--- config.mk ---
export PLATFORM = sky130hd
export DESIGN_NAME = line_follow_pid_drive_top
export DESIGN_NICKNAME = d
export VERILOG_FILES = /design/src/lfpd_pkg.sv /design/src/lfpd_front.sv /design/src/lfpd_queue.sv /design/src/lfpd_back.sv /design/src/line_follow_pid_drive_top.sv
export SDC_FILE = /design/constraint.sdc
export NUM_CORES = 1
export LEC_CHECK = 0
export ABC_AREA = 1
export BUFFER_PORTS_ARGS = -buffer_cell sky130_fd_sc_hd__buf_2
export CAP_MARGIN = 30
export CORE_MARGIN = 3
export CORE_UTILIZATION = 50
export DETAILED_ROUTE_END_ITERATION = 12
export PLACE_DENSITY_LB_ADDON = 0.15
export REMOVE_ABC_BUFFERS = 1
export SLEW_MARGIN = 20
export SYNTH_ARGS = -nofsm -noshare
export SYNTH_HDL_FRONTEND = slang
export SYNTH_SLANG_ARGS = --single-unit
--- constraint.sdc ---
create_clock -name clk_i -period 7 [get_ports clk_i]
set_clock_uncertainty 0.05 [all_clocks]
set_input_delay 1.05 -clock clk_i [delete_from_list [all_inputs] [get_ports clk_i]]
set_output_delay 1.05 -clock clk_i [all_outputs]
set_load 0.1 [all_outputs]
--- src/lfpd_pkg.sv ---
// Shared types, register codes, pattern table and divide helper for the line follower drive.
package lfpd_pkg;

  localparam int unsigned LFPD_QUEUE_DEPTH = 2;

  // configuration register indexes
  localparam logic [2:0] CFG_GAIN_P     = 3'd0;
  localparam logic [2:0] CFG_GAIN_I     = 3'd1;
  localparam logic [2:0] CFG_GAIN_D     = 3'd2;
  localparam logic [2:0] CFG_BASE_SPEED = 3'd3;
  localparam logic [2:0] CFG_PWM_TOP    = 3'd4;

  localparam logic [7:0]  RST_GAIN_P     = 8'd40;
  localparam logic [7:0]  RST_GAIN_I     = 8'd0;
  localparam logic [7:0]  RST_GAIN_D     = 8'd15;
  localparam logic [7:0]  RST_BASE_SPEED = 8'd110;
  localparam logic [15:0] RST_PWM_TOP    = 16'd20000;

  localparam logic [7:0] DUTY_FULL = 8'd255;

  // steer directions
  localparam logic [1:0] DIR_FWD       = 2'd0;
  localparam logic [1:0] DIR_RIGHT_OFF = 2'd1;
  localparam logic [1:0] DIR_LEFT_OFF  = 2'd2;
  localparam logic [1:0] DIR_KEEP      = 2'd3;

  // pattern status
  localparam logic [2:0] PST_TRACK     = 3'd0;
  localparam logic [2:0] PST_SHARP_L   = 3'd1;
  localparam logic [2:0] PST_SHARP_R   = 3'd2;
  localparam logic [2:0] PST_ALL_OFF   = 3'd3;
  localparam logic [2:0] PST_ALL_ON    = 3'd4;
  localparam logic [2:0] PST_UNMATCHED = 3'd5;

  typedef struct packed {
    logic [7:0]  gain_p;
    logic [7:0]  gain_i;
    logic [7:0]  gain_d;
    logic [7:0]  base_speed;
    logic [15:0] pwm_top;
  } lfpd_cfg_t;

  typedef struct packed {
    logic signed [4:0] err;
    logic [1:0]        dir;
    logic [2:0]        status;
  } lfpd_class_t;

  // one classified item handed from front to back
  typedef struct packed {
    logic signed [4:0]  err;
    logic signed [5:0]  diff;
    logic signed [15:0] sum;
    logic [1:0]         dir;
    logic [2:0]         status;
  } lfpd_job_t;

  function automatic lfpd_class_t lfpd_classify(input logic [4:0] s,
                                                 input logic signed [4:0] held);
    lfpd_class_t c;
    c.dir    = DIR_KEEP;
    c.status = PST_TRACK;
    c.err    = held;
    case (s)
      5'd27: begin c.err = 5'sd0;  c.dir = DIR_FWD;       end
      5'd25: begin c.err = -5'sd1; c.dir = DIR_RIGHT_OFF; end
      5'd19: begin c.err = 5'sd1;  c.dir = DIR_LEFT_OFF;  end
      5'd29: begin c.err = -5'sd2; c.dir = DIR_RIGHT_OFF; end
      5'd23: begin c.err = 5'sd2;  c.dir = DIR_LEFT_OFF;  end
      5'd28: begin c.err = -5'sd3; c.dir = DIR_RIGHT_OFF; end
      5'd7:  begin c.err = 5'sd3;  c.dir = DIR_LEFT_OFF;  end
      5'd30: begin c.err = -5'sd4; c.dir = DIR_RIGHT_OFF; end
      5'd15: begin c.err = 5'sd4;  c.dir = DIR_LEFT_OFF;  end
      5'd24: begin c.err = 5'sd10; c.status = PST_SHARP_L; end
      5'd3:  begin c.err = 5'sd11; c.status = PST_SHARP_R; end
      5'd31: begin c.err = 5'sd12; c.status = PST_ALL_OFF; end
      5'd0:  begin c.err = 5'sd13; c.status = PST_ALL_ON;  end
      default: begin c.status = PST_UNMATCHED; end
    endcase
    return c;
  endfunction

  // floor(x / 255) for x < 255*65537: estimate x*257/2^16 is q or q-1, one correction
  function automatic logic [15:0] lfpd_div255(input logic [23:0] x);
    logic [31:0] t;
    logic [15:0] est;
    logic [24:0] r;
    t   = {x, 8'b0} + {8'b0, x};
    est = t[31:16];
    r   = {1'b0, x} + {9'b0, est} - {1'b0, est, 8'b0};
    return (r >= 25'(DUTY_FULL)) ? est + 16'd1 : est;
  endfunction

endpackage

--- src/lfpd_front.sv ---
// Front end: classifies sensor items, tracks error and integral, pushes jobs.
module lfpd_front import lfpd_pkg::*; (
  input  logic       clk_i,
  input  logic       rst_ni,
  input  logic       in_valid_i,
  output logic       in_ready_o,
  input  logic [4:0] sensor_bits_i,
  input  logic       full_i,
  output logic       push_o,
  output lfpd_job_t  job_o
);

  logic signed [4:0]  err_q, err_d;
  logic signed [15:0] sum_q, sum_d;
  logic signed [16:0] sum_wide;
  lfpd_class_t        cls;

  assign in_ready_o = !full_i;
  assign push_o     = in_valid_i && !full_i;

  always_comb begin
    cls      = lfpd_classify(sensor_bits_i, err_q);
    err_d    = cls.err;
    sum_wide = {sum_q[15], sum_q} + {{12{cls.err[4]}}, cls.err};
    if (sum_wide[16] != sum_wide[15]) begin
      sum_d = sum_wide[16] ? 16'sh8000 : 16'sh7FFF;
    end else begin
      sum_d = sum_wide[15:0];
    end
    job_o.err    = cls.err;
    job_o.diff   = {cls.err[4], cls.err} - {err_q[4], err_q};
    job_o.sum    = sum_d;
    job_o.dir    = cls.dir;
    job_o.status = cls.status;
  end

  // held error doubles as the previous error: both equal the last item's error
  always_ff @(posedge clk_i or negedge rst_ni) begin
    if (!rst_ni) begin
      err_q <= '0;
      sum_q <= '0;
    end else if (push_o) begin
      err_q <= err_d;
      sum_q <= sum_d;
    end
  end

endmodule

--- src/lfpd_queue.sv ---
// Small FIFO of classified jobs between front and back.
module lfpd_queue #(
  parameter int unsigned DEPTH = 2,
  parameter int unsigned WIDTH = 8
) (
  input  logic             clk_i,
  input  logic             rst_ni,
  input  logic             push_i,
  input  logic [WIDTH-1:0] data_i,
  output logic             full_o,
  input  logic             pop_i,
  output logic             empty_o,
  output logic [WIDTH-1:0] data_o
);

  localparam int unsigned PW = (DEPTH > 1) ? $clog2(DEPTH) : 1;
  localparam int unsigned CW = $clog2(DEPTH + 1);

  logic [WIDTH-1:0] mem_q [DEPTH];
  logic [PW-1:0]    wr_ptr_q, rd_ptr_q;
  logic [CW-1:0]    count_q;
  logic             do_push, do_pop;

  assign full_o  = (count_q == CW'(DEPTH));
  assign empty_o = (count_q == '0);
  assign data_o  = mem_q[rd_ptr_q];
  assign do_push = push_i && !full_o;
  assign do_pop  = pop_i && !empty_o;

  always_ff @(posedge clk_i or negedge rst_ni) begin
    if (!rst_ni) begin
      wr_ptr_q <= '0;
      rd_ptr_q <= '0;
      count_q  <= '0;
    end else begin
      if (do_push) begin
        wr_ptr_q <= (wr_ptr_q == PW'(DEPTH - 1)) ? '0 : wr_ptr_q + 1'b1;
      end
      if (do_pop) begin
        rd_ptr_q <= (rd_ptr_q == PW'(DEPTH - 1)) ? '0 : rd_ptr_q + 1'b1;
      end
      if (do_push && !do_pop) begin
        count_q <= count_q + 1'b1;
      end else if (do_pop && !do_push) begin
        count_q <= count_q - 1'b1;
      end
    end
  end

  always_ff @(posedge clk_i) begin
    if (do_push) begin
      mem_q[wr_ptr_q] <= data_i;
    end
  end

endmodule

--- src/lfpd_back.sv ---
// Back end: PID sum on a shared multiplier, clamp, PWM scaling, output register.
module lfpd_back import lfpd_pkg::*; (
  input  logic              clk_i,
  input  logic              rst_ni,
  input  lfpd_cfg_t         cfg_i,
  input  logic              empty_i,
  input  lfpd_job_t         job_i,
  output logic              pop_o,
  output logic              out_valid_o,
  input  logic              out_ready_i,
  output logic [15:0]       left_compare_o,
  output logic [15:0]       right_compare_o,
  output logic [1:0]        steer_dir_o,
  output logic [2:0]        pattern_status_o,
  output logic signed [4:0] line_error_o
);

  localparam logic [3:0] S_IDLE = 4'd0;
  localparam logic [3:0] S_MP   = 4'd1;
  localparam logic [3:0] S_MI   = 4'd2;
  localparam logic [3:0] S_MD   = 4'd3;
  localparam logic [3:0] S_DUTY = 4'd4;
  localparam logic [3:0] S_SL   = 4'd5;
  localparam logic [3:0] S_QL   = 4'd6;
  localparam logic [3:0] S_QR   = 4'd7;
  localparam logic [3:0] S_OUT  = 4'd8;

  logic [3:0]         state_q, state_d;
  logic               out_valid_q, out_valid_d;
  lfpd_job_t          job_q, job_d;
  logic signed [26:0] acc_q, acc_d;
  logic [7:0]         duty_l_q, duty_l_d, duty_r_q, duty_r_d;
  logic [23:0]        scale_q, scale_d;
  logic [15:0]        left_q, left_d, right_q, right_d;
  logic               load;

  logic [7:0]         mul_a;
  logic signed [16:0] mul_b;
  logic signed [25:0] prod;
  logic signed [27:0] sum_l, sum_r;
  logic [7:0]         scale_duty;

  logic [15:0]        o_left_q, o_right_q;
  logic [1:0]         o_dir_q;
  logic [2:0]         o_status_q;
  logic signed [4:0]  o_err_q;

  function automatic logic [7:0] clamp_duty(input logic signed [27:0] v);
    if (v[27]) begin
      return 8'd0;
    end else if (v > 28'sd255) begin
      return DUTY_FULL;
    end
    return v[7:0];
  endfunction

  assign prod = $signed({1'b0, mul_a}) * mul_b;

  always_comb begin
    state_d     = state_q;
    out_valid_d = out_valid_q;
    job_d       = job_q;
    acc_d       = acc_q;
    duty_l_d    = duty_l_q;
    duty_r_d    = duty_r_q;
    scale_d     = scale_q;
    left_d      = left_q;
    right_d     = right_q;
    pop_o       = 1'b0;
    load        = 1'b0;
    mul_a       = cfg_i.gain_p;
    mul_b       = {{12{job_q.err[4]}}, job_q.err};
    scale_duty  = duty_l_q;
    sum_l       = {20'b0, cfg_i.base_speed} + {acc_q[26], acc_q};
    sum_r       = {20'b0, cfg_i.base_speed} - {acc_q[26], acc_q};

    if (out_valid_q && out_ready_i) begin
      out_valid_d = 1'b0;
    end

    case (state_q)
      S_IDLE: begin
        if (!empty_i) begin
          pop_o   = 1'b1;
          job_d   = job_i;
          state_d = S_MP;
        end
      end
      S_MP: begin
        acc_d   = {prod[25], prod};
        state_d = S_MI;
      end
      S_MI: begin
        mul_a   = cfg_i.gain_i;
        mul_b   = {job_q.sum[15], job_q.sum};
        acc_d   = acc_q + {prod[25], prod};
        state_d = S_MD;
      end
      S_MD: begin
        mul_a   = cfg_i.gain_d;
        mul_b   = {{11{job_q.diff[5]}}, job_q.diff};
        acc_d   = acc_q + {prod[25], prod};
        state_d = S_DUTY;
      end
      S_DUTY: begin
        duty_l_d = clamp_duty(sum_l);
        duty_r_d = clamp_duty(sum_r);
        state_d  = S_SL;
      end
      S_SL: begin
        scale_d = scale_duty * cfg_i.pwm_top;
        state_d = S_QL;
      end
      S_QL: begin
        left_d     = lfpd_div255(scale_q);
        scale_duty = duty_r_q;
        scale_d    = scale_duty * cfg_i.pwm_top;
        state_d    = S_QR;
      end
      S_QR: begin
        right_d = lfpd_div255(scale_q);
        state_d = S_OUT;
      end
      S_OUT: begin
        // wait here while the previous item still sits unaccepted
        if (!out_valid_q || out_ready_i) begin
          load        = 1'b1;
          out_valid_d = 1'b1;
          state_d     = S_IDLE;
        end
      end
      default: begin
        state_d = S_IDLE;
      end
    endcase
  end

  always_ff @(posedge clk_i or negedge rst_ni) begin
    if (!rst_ni) begin
      state_q     <= S_IDLE;
      out_valid_q <= 1'b0;
    end else begin
      state_q     <= state_d;
      out_valid_q <= out_valid_d;
    end
  end

  always_ff @(posedge clk_i) begin
    job_q    <= job_d;
    acc_q    <= acc_d;
    duty_l_q <= duty_l_d;
    duty_r_q <= duty_r_d;
    scale_q  <= scale_d;
    left_q   <= left_d;
    right_q  <= right_d;
    if (load) begin
      o_left_q   <= left_q;
      o_right_q  <= right_q;
      o_dir_q    <= job_q.dir;
      o_status_q <= job_q.status;
      o_err_q    <= job_q.err;
    end
  end

  assign out_valid_o      = out_valid_q;
  assign left_compare_o   = o_left_q;
  assign right_compare_o  = o_right_q;
  assign steer_dir_o      = o_dir_q;
  assign pattern_status_o = o_status_q;
  assign line_error_o     = o_err_q;

endmodule

--- src/line_follow_pid_drive_top.sv ---
// Top level of the line follower PID drive: config registers, front, queue, back.
//
// Input channel: in_valid_i/in_ready_o carry one 5-bit sensor_bits_i item.
// Output channel: out_valid_o/out_ready_i carry both PWM compares, the steer
// direction, the pattern status and the error in use after the item.
// Configuration: cfg_we_i writes cfg_data_i into register cfg_idx_i
// (gain_p, gain_i, gain_d, base_speed, pwm_top); other indexes are ignored.
// The front classifies an item in the cycle it is accepted and pushes it into
// a QUEUE_DEPTH-entry queue; in_ready_o drops only while that queue is full.
// The back sequencer works on one item at a time and pops the next only after
// it has loaded the last one: one pop, three multiply-add steps on a shared
// 8x17 multiplier, clamp, two 8x16 scale multiplies with their divide-by-255
// steps, and the output load.
// A stalled receiver holds the output register; the back then waits with its
// next result while the front keeps accepting until the queue fills.
// Reset restores the register defaults and clears error, integral and queue.
module line_follow_pid_drive_top import lfpd_pkg::*; #(
  parameter int unsigned QUEUE_DEPTH = LFPD_QUEUE_DEPTH
) (
  input  logic              clk_i,
  input  logic              rst_ni,
  input  logic              cfg_we_i,
  input  logic [2:0]        cfg_idx_i,
  input  logic [15:0]       cfg_data_i,
  input  logic              in_valid_i,
  output logic              in_ready_o,
  input  logic [4:0]        sensor_bits_i,
  output logic              out_valid_o,
  input  logic              out_ready_i,
  output logic [15:0]       left_compare_o,
  output logic [15:0]       right_compare_o,
  output logic [1:0]        steer_dir_o,
  output logic [2:0]        pattern_status_o,
  output logic signed [4:0] line_error_o
);

  lfpd_cfg_t cfg_q;
  lfpd_job_t push_job, pop_job;
  logic      push, pop, full, empty;

  always_ff @(posedge clk_i or negedge rst_ni) begin
    if (!rst_ni) begin
      cfg_q.gain_p     <= RST_GAIN_P;
      cfg_q.gain_i     <= RST_GAIN_I;
      cfg_q.gain_d     <= RST_GAIN_D;
      cfg_q.base_speed <= RST_BASE_SPEED;
      cfg_q.pwm_top    <= RST_PWM_TOP;
    end else if (cfg_we_i) begin
      case (cfg_idx_i)
        CFG_GAIN_P:     cfg_q.gain_p     <= cfg_data_i[7:0];
        CFG_GAIN_I:     cfg_q.gain_i     <= cfg_data_i[7:0];
        CFG_GAIN_D:     cfg_q.gain_d     <= cfg_data_i[7:0];
        CFG_BASE_SPEED: cfg_q.base_speed <= cfg_data_i[7:0];
        CFG_PWM_TOP:    cfg_q.pwm_top    <= cfg_data_i;
        default: ;
      endcase
    end
  end

  lfpd_front u_front (
    .clk_i         (clk_i),
    .rst_ni        (rst_ni),
    .in_valid_i    (in_valid_i),
    .in_ready_o    (in_ready_o),
    .sensor_bits_i (sensor_bits_i),
    .full_i        (full),
    .push_o        (push),
    .job_o         (push_job)
  );

  lfpd_queue #(
    .DEPTH (QUEUE_DEPTH),
    .WIDTH ($bits(lfpd_job_t))
  ) u_queue (
    .clk_i   (clk_i),
    .rst_ni  (rst_ni),
    .push_i  (push),
    .data_i  (push_job),
    .full_o  (full),
    .pop_i   (pop),
    .empty_o (empty),
    .data_o  (pop_job)
  );

  lfpd_back u_back (
    .clk_i            (clk_i),
    .rst_ni           (rst_ni),
    .cfg_i            (cfg_q),
    .empty_i          (empty),
    .job_i            (pop_job),
    .pop_o            (pop),
    .out_valid_o      (out_valid_o),
    .out_ready_i      (out_ready_i),
    .left_compare_o   (left_compare_o),
    .right_compare_o  (right_compare_o),
    .steer_dir_o      (steer_dir_o),
    .pattern_status_o (pattern_status_o),
    .line_error_o     (line_error_o)
  );

endmodule

==> flow_summary.yaml <==
final_layout:
  nNetsFinal: 5314
  nFillCells: 6270
  ff_latch_area_um2: 9089
  fin_area_um2: 38770
  drive_gt1_share_pct: 12.00
  layout_common_cells: "nand2_1, inv_1, nor2_1, fa_1, ha_1"
  final_common_cell: "nand2_1"
  multi_input_area_um2: 22230
  area_growth_pct: 12.94
  antenna_cells: 0
  final_util_pct: 57.32
sta:
  period_share_pct: 96.98
  worst_pin_slew_ps: 931.9
  hold_viol: 0
  slew_headroom_pct: 37.87
  post-route-min-period_ps: 6789
  rsz0062_at_grt: "yes"
  fmaxAchievable_mhz: 147.3
  slew_violations: 0
  setup_viol: 0
yosys:
  yosysWarnings: 0
  yosys.area.top_type: "edfxtp_1"
  ys_types: 57
  synth_flop_cell: "edfxtp_1"
  async_flop_share_pct: 24.76
  ys_seq_elements: 315
  ys_top_cells_by_area: "edfxtp_1, fa_1, nand2_1"
  synth_seq_area_share_pct: 26.48
  synth_edf_count: 237
  avgSynthCellArea_um2: 7.479
  synth_cells: 4590
  synth_area_um2: 34330
  synth_top_area_share_pct: 20.73
floorplan:
  die_w_um: 268.0
  die-height_um: 268.0
  die_area_um2: 71840
  io_pins: 73
  core_um2: 67630
  rows: 95
  initial_core_util_pct: 50.76
clock_tree:
  clk_path_buf_depth: 3
  hold_buffers: 0
  htree_levels: 2
  numCtsBuffers: 39
  cts_sinks: 315
  clkSlewWorstSetupHoldPaths_ps: 60
  clockRootBuffer: "clkbuf_16"
  clkLatencyLatePin_ps: 580
  cts_tree: "yes"
routing:
  wl_um: 91790
  vias: 29380
  postRouteAntennaNets: 0
  drtIter0Drc: 2018
  viasPerCell: 5.210
  drc: 0
  wire_per_inst_um: 16.28
  first_pass_iters: 6
critical_path:
  worstSetupStartpointType: "flip-flop"
  crit_top_cell: "inv_1"
  slowest_stage: "fa_1"
  cp_max_fo: 7
  worstPathArrival_ps: 7040
  critical_path_class: "flip-flop to flip-flop"
  end_kind: "flip-flop"
  critPathTopFamily: "adder cells"
  cp_slowest_stage_delay_ps: 530
  crit_required_ps: 7250
  crit_buf_inv: 11
hold_path:
  hp-class: "input port to async pin"
run:
  max_cap_violations: 0
placed_design:
  place_area_um2: 36270
  io_buffers: 72
  gp_congestion: 0.9676
  hpwl_um: 72370
grt:
  grt.total_usage_pct: 25.97
  grt_overflow: 0
  grt_pass1_wl_um: 149300
  grt_pass1_vias: 29150
  grt_start_max_net_pins: 56
  antenna_found_initial: 1
run_status:
  outcome: "finished clean"
==> flip-flops by register name (all words and copies together), names as in the netlist, 2 cells and up <==
name,cells
u_queue.mem_q,64
u_back.scale_q,24
u_back.job_q,32
u_back.duty_l_q,8
u_back.line_error_o,5
u_back.acc_q,27
u_back.state_q,4
u_front.err_q,5
u_back.right_compare_o,16
u_back.left_compare_o,16
cfg_q,48
u_front.sum_q,16
u_back.right_q,16
u_back.pattern_status_o,3
u_queue.count_q,2
u_back.left_q,16
u_back.steer_dir_o,2
u_back.duty_r_q,8
==> metal layers <==
layer  global-route usage, %  part of all wire, %  up-vias
met2                   45.06                   48      716
met1                   33.54                   43    13900
met5                       0                    0        -
met3                   3.195                  5.0      179
met4                   9.344                  3.9        0
li1                        -                    -    14590
==> cell families after synthesis <==
kind of cell             Yosys count  synth area share, %
AO/OA/AOI/OAI                    418                6.728
XOR/XNOR                         100                2.551
adder cells (fa/ha/maj)          548                26.21
buffers and inverters           1045                11.61
flip-flops                       315                26.48
multiplexers                       9               0.2916
AND/OR/NAND/NOR                 2155                26.14
==> metrics by stage <==
step	worst slack [ps]	TNS [ps]	instances	hold WS, ps
after floorplan	-405.3	-3971	4471	350.3
after global routing	-146.7	-783.8	5639	346.5
after global placement	-32.29	-59.33	5539	351.4
after CTS	9.127	0	5610	333.4
final	211.1	0	5639	349.4
after detailed placement	-89.30	-321.3	5540	354.5
==> path summary, 6_finish.rpt <==
path                                          startpoint                                  end  slack [ps]  cells past startpoint
hold / removal                                    rst_ni                cfg_q[29]$_DFFE_PN0P_         350                      1
min in group clk_i           u_back.left_q[13]$_DFFE_PP_  u_back.left_compare_o[13]$_DFFE_PP_         370                      0
setup reg to reg           u_back.state_q[2]$_DFFE_PN0P_           u_back.acc_q[14]$_DFFE_PP_         210                     34
max in group asynchronous                         rst_ni        u_front.sum_q[10]$_DFFE_PN0P_        5430                      2
setup / recovery           u_back.state_q[2]$_DFFE_PN0P_           u_back.acc_q[14]$_DFFE_PP_         210                     34
hold reg to reg              u_back.left_q[13]$_DFFE_PP_  u_back.left_compare_o[13]$_DFFE_PP_         370                      0
==> worst register-to-register path, delay by kind of cell, from the launching register on <==
family,cells,cell delay (ps)
compound gates,7,1170
buf+inv,11,1000
flops,1,390
fa+ha+maj,6,2480
simple gates,10,1430
==> synth_stat cells (all sizes together), types with 5 or more instances <==
library cell / n
nand3b: 10
buf: 26
xor2: 68
a21oi: 177
clkbuf: 93
nor4: 5
xnor2: 32
nand2: 1404
dfstp: 16
or2: 13
o21ai: 154
ha: 263
inv: 925
nor3: 56
nor2: 331
edfxtp: 237
o211ai: 6
nand3: 236
and2: 6
mux2: 8
a21o: 12
o21a: 8
o22ai: 12
a21boi: 5
o21bai: 21
fa: 285
dfrtp: 62
nand4: 89
a31oi: 13
==> layout make-up <==
type | instances | share of cell area [%]
Clock inverter | 22 | 0.6455
Timing Repair Buffer | 225 | 4.131
Clock buffer | 48 | 2.630
Multi-Input combinational cell | 3230 | 57.34
Inverter | 926 | 8.998
Sequential cell | 315 | 23.44
Tap cell | 873 | 2.817
==> timing repair <==
item | in CTS | in global routing
setup buffers | 0 | 28
pin swaps | 0 | 94
setup endpoints to repair | 9 | 16
resized for setup | 16 | 226
gates cloned | 0 | 1
Power is left out: the tool's default activity adds up to more than one toggle a clock period on the data nets, which glitch-free logic cannot reach.
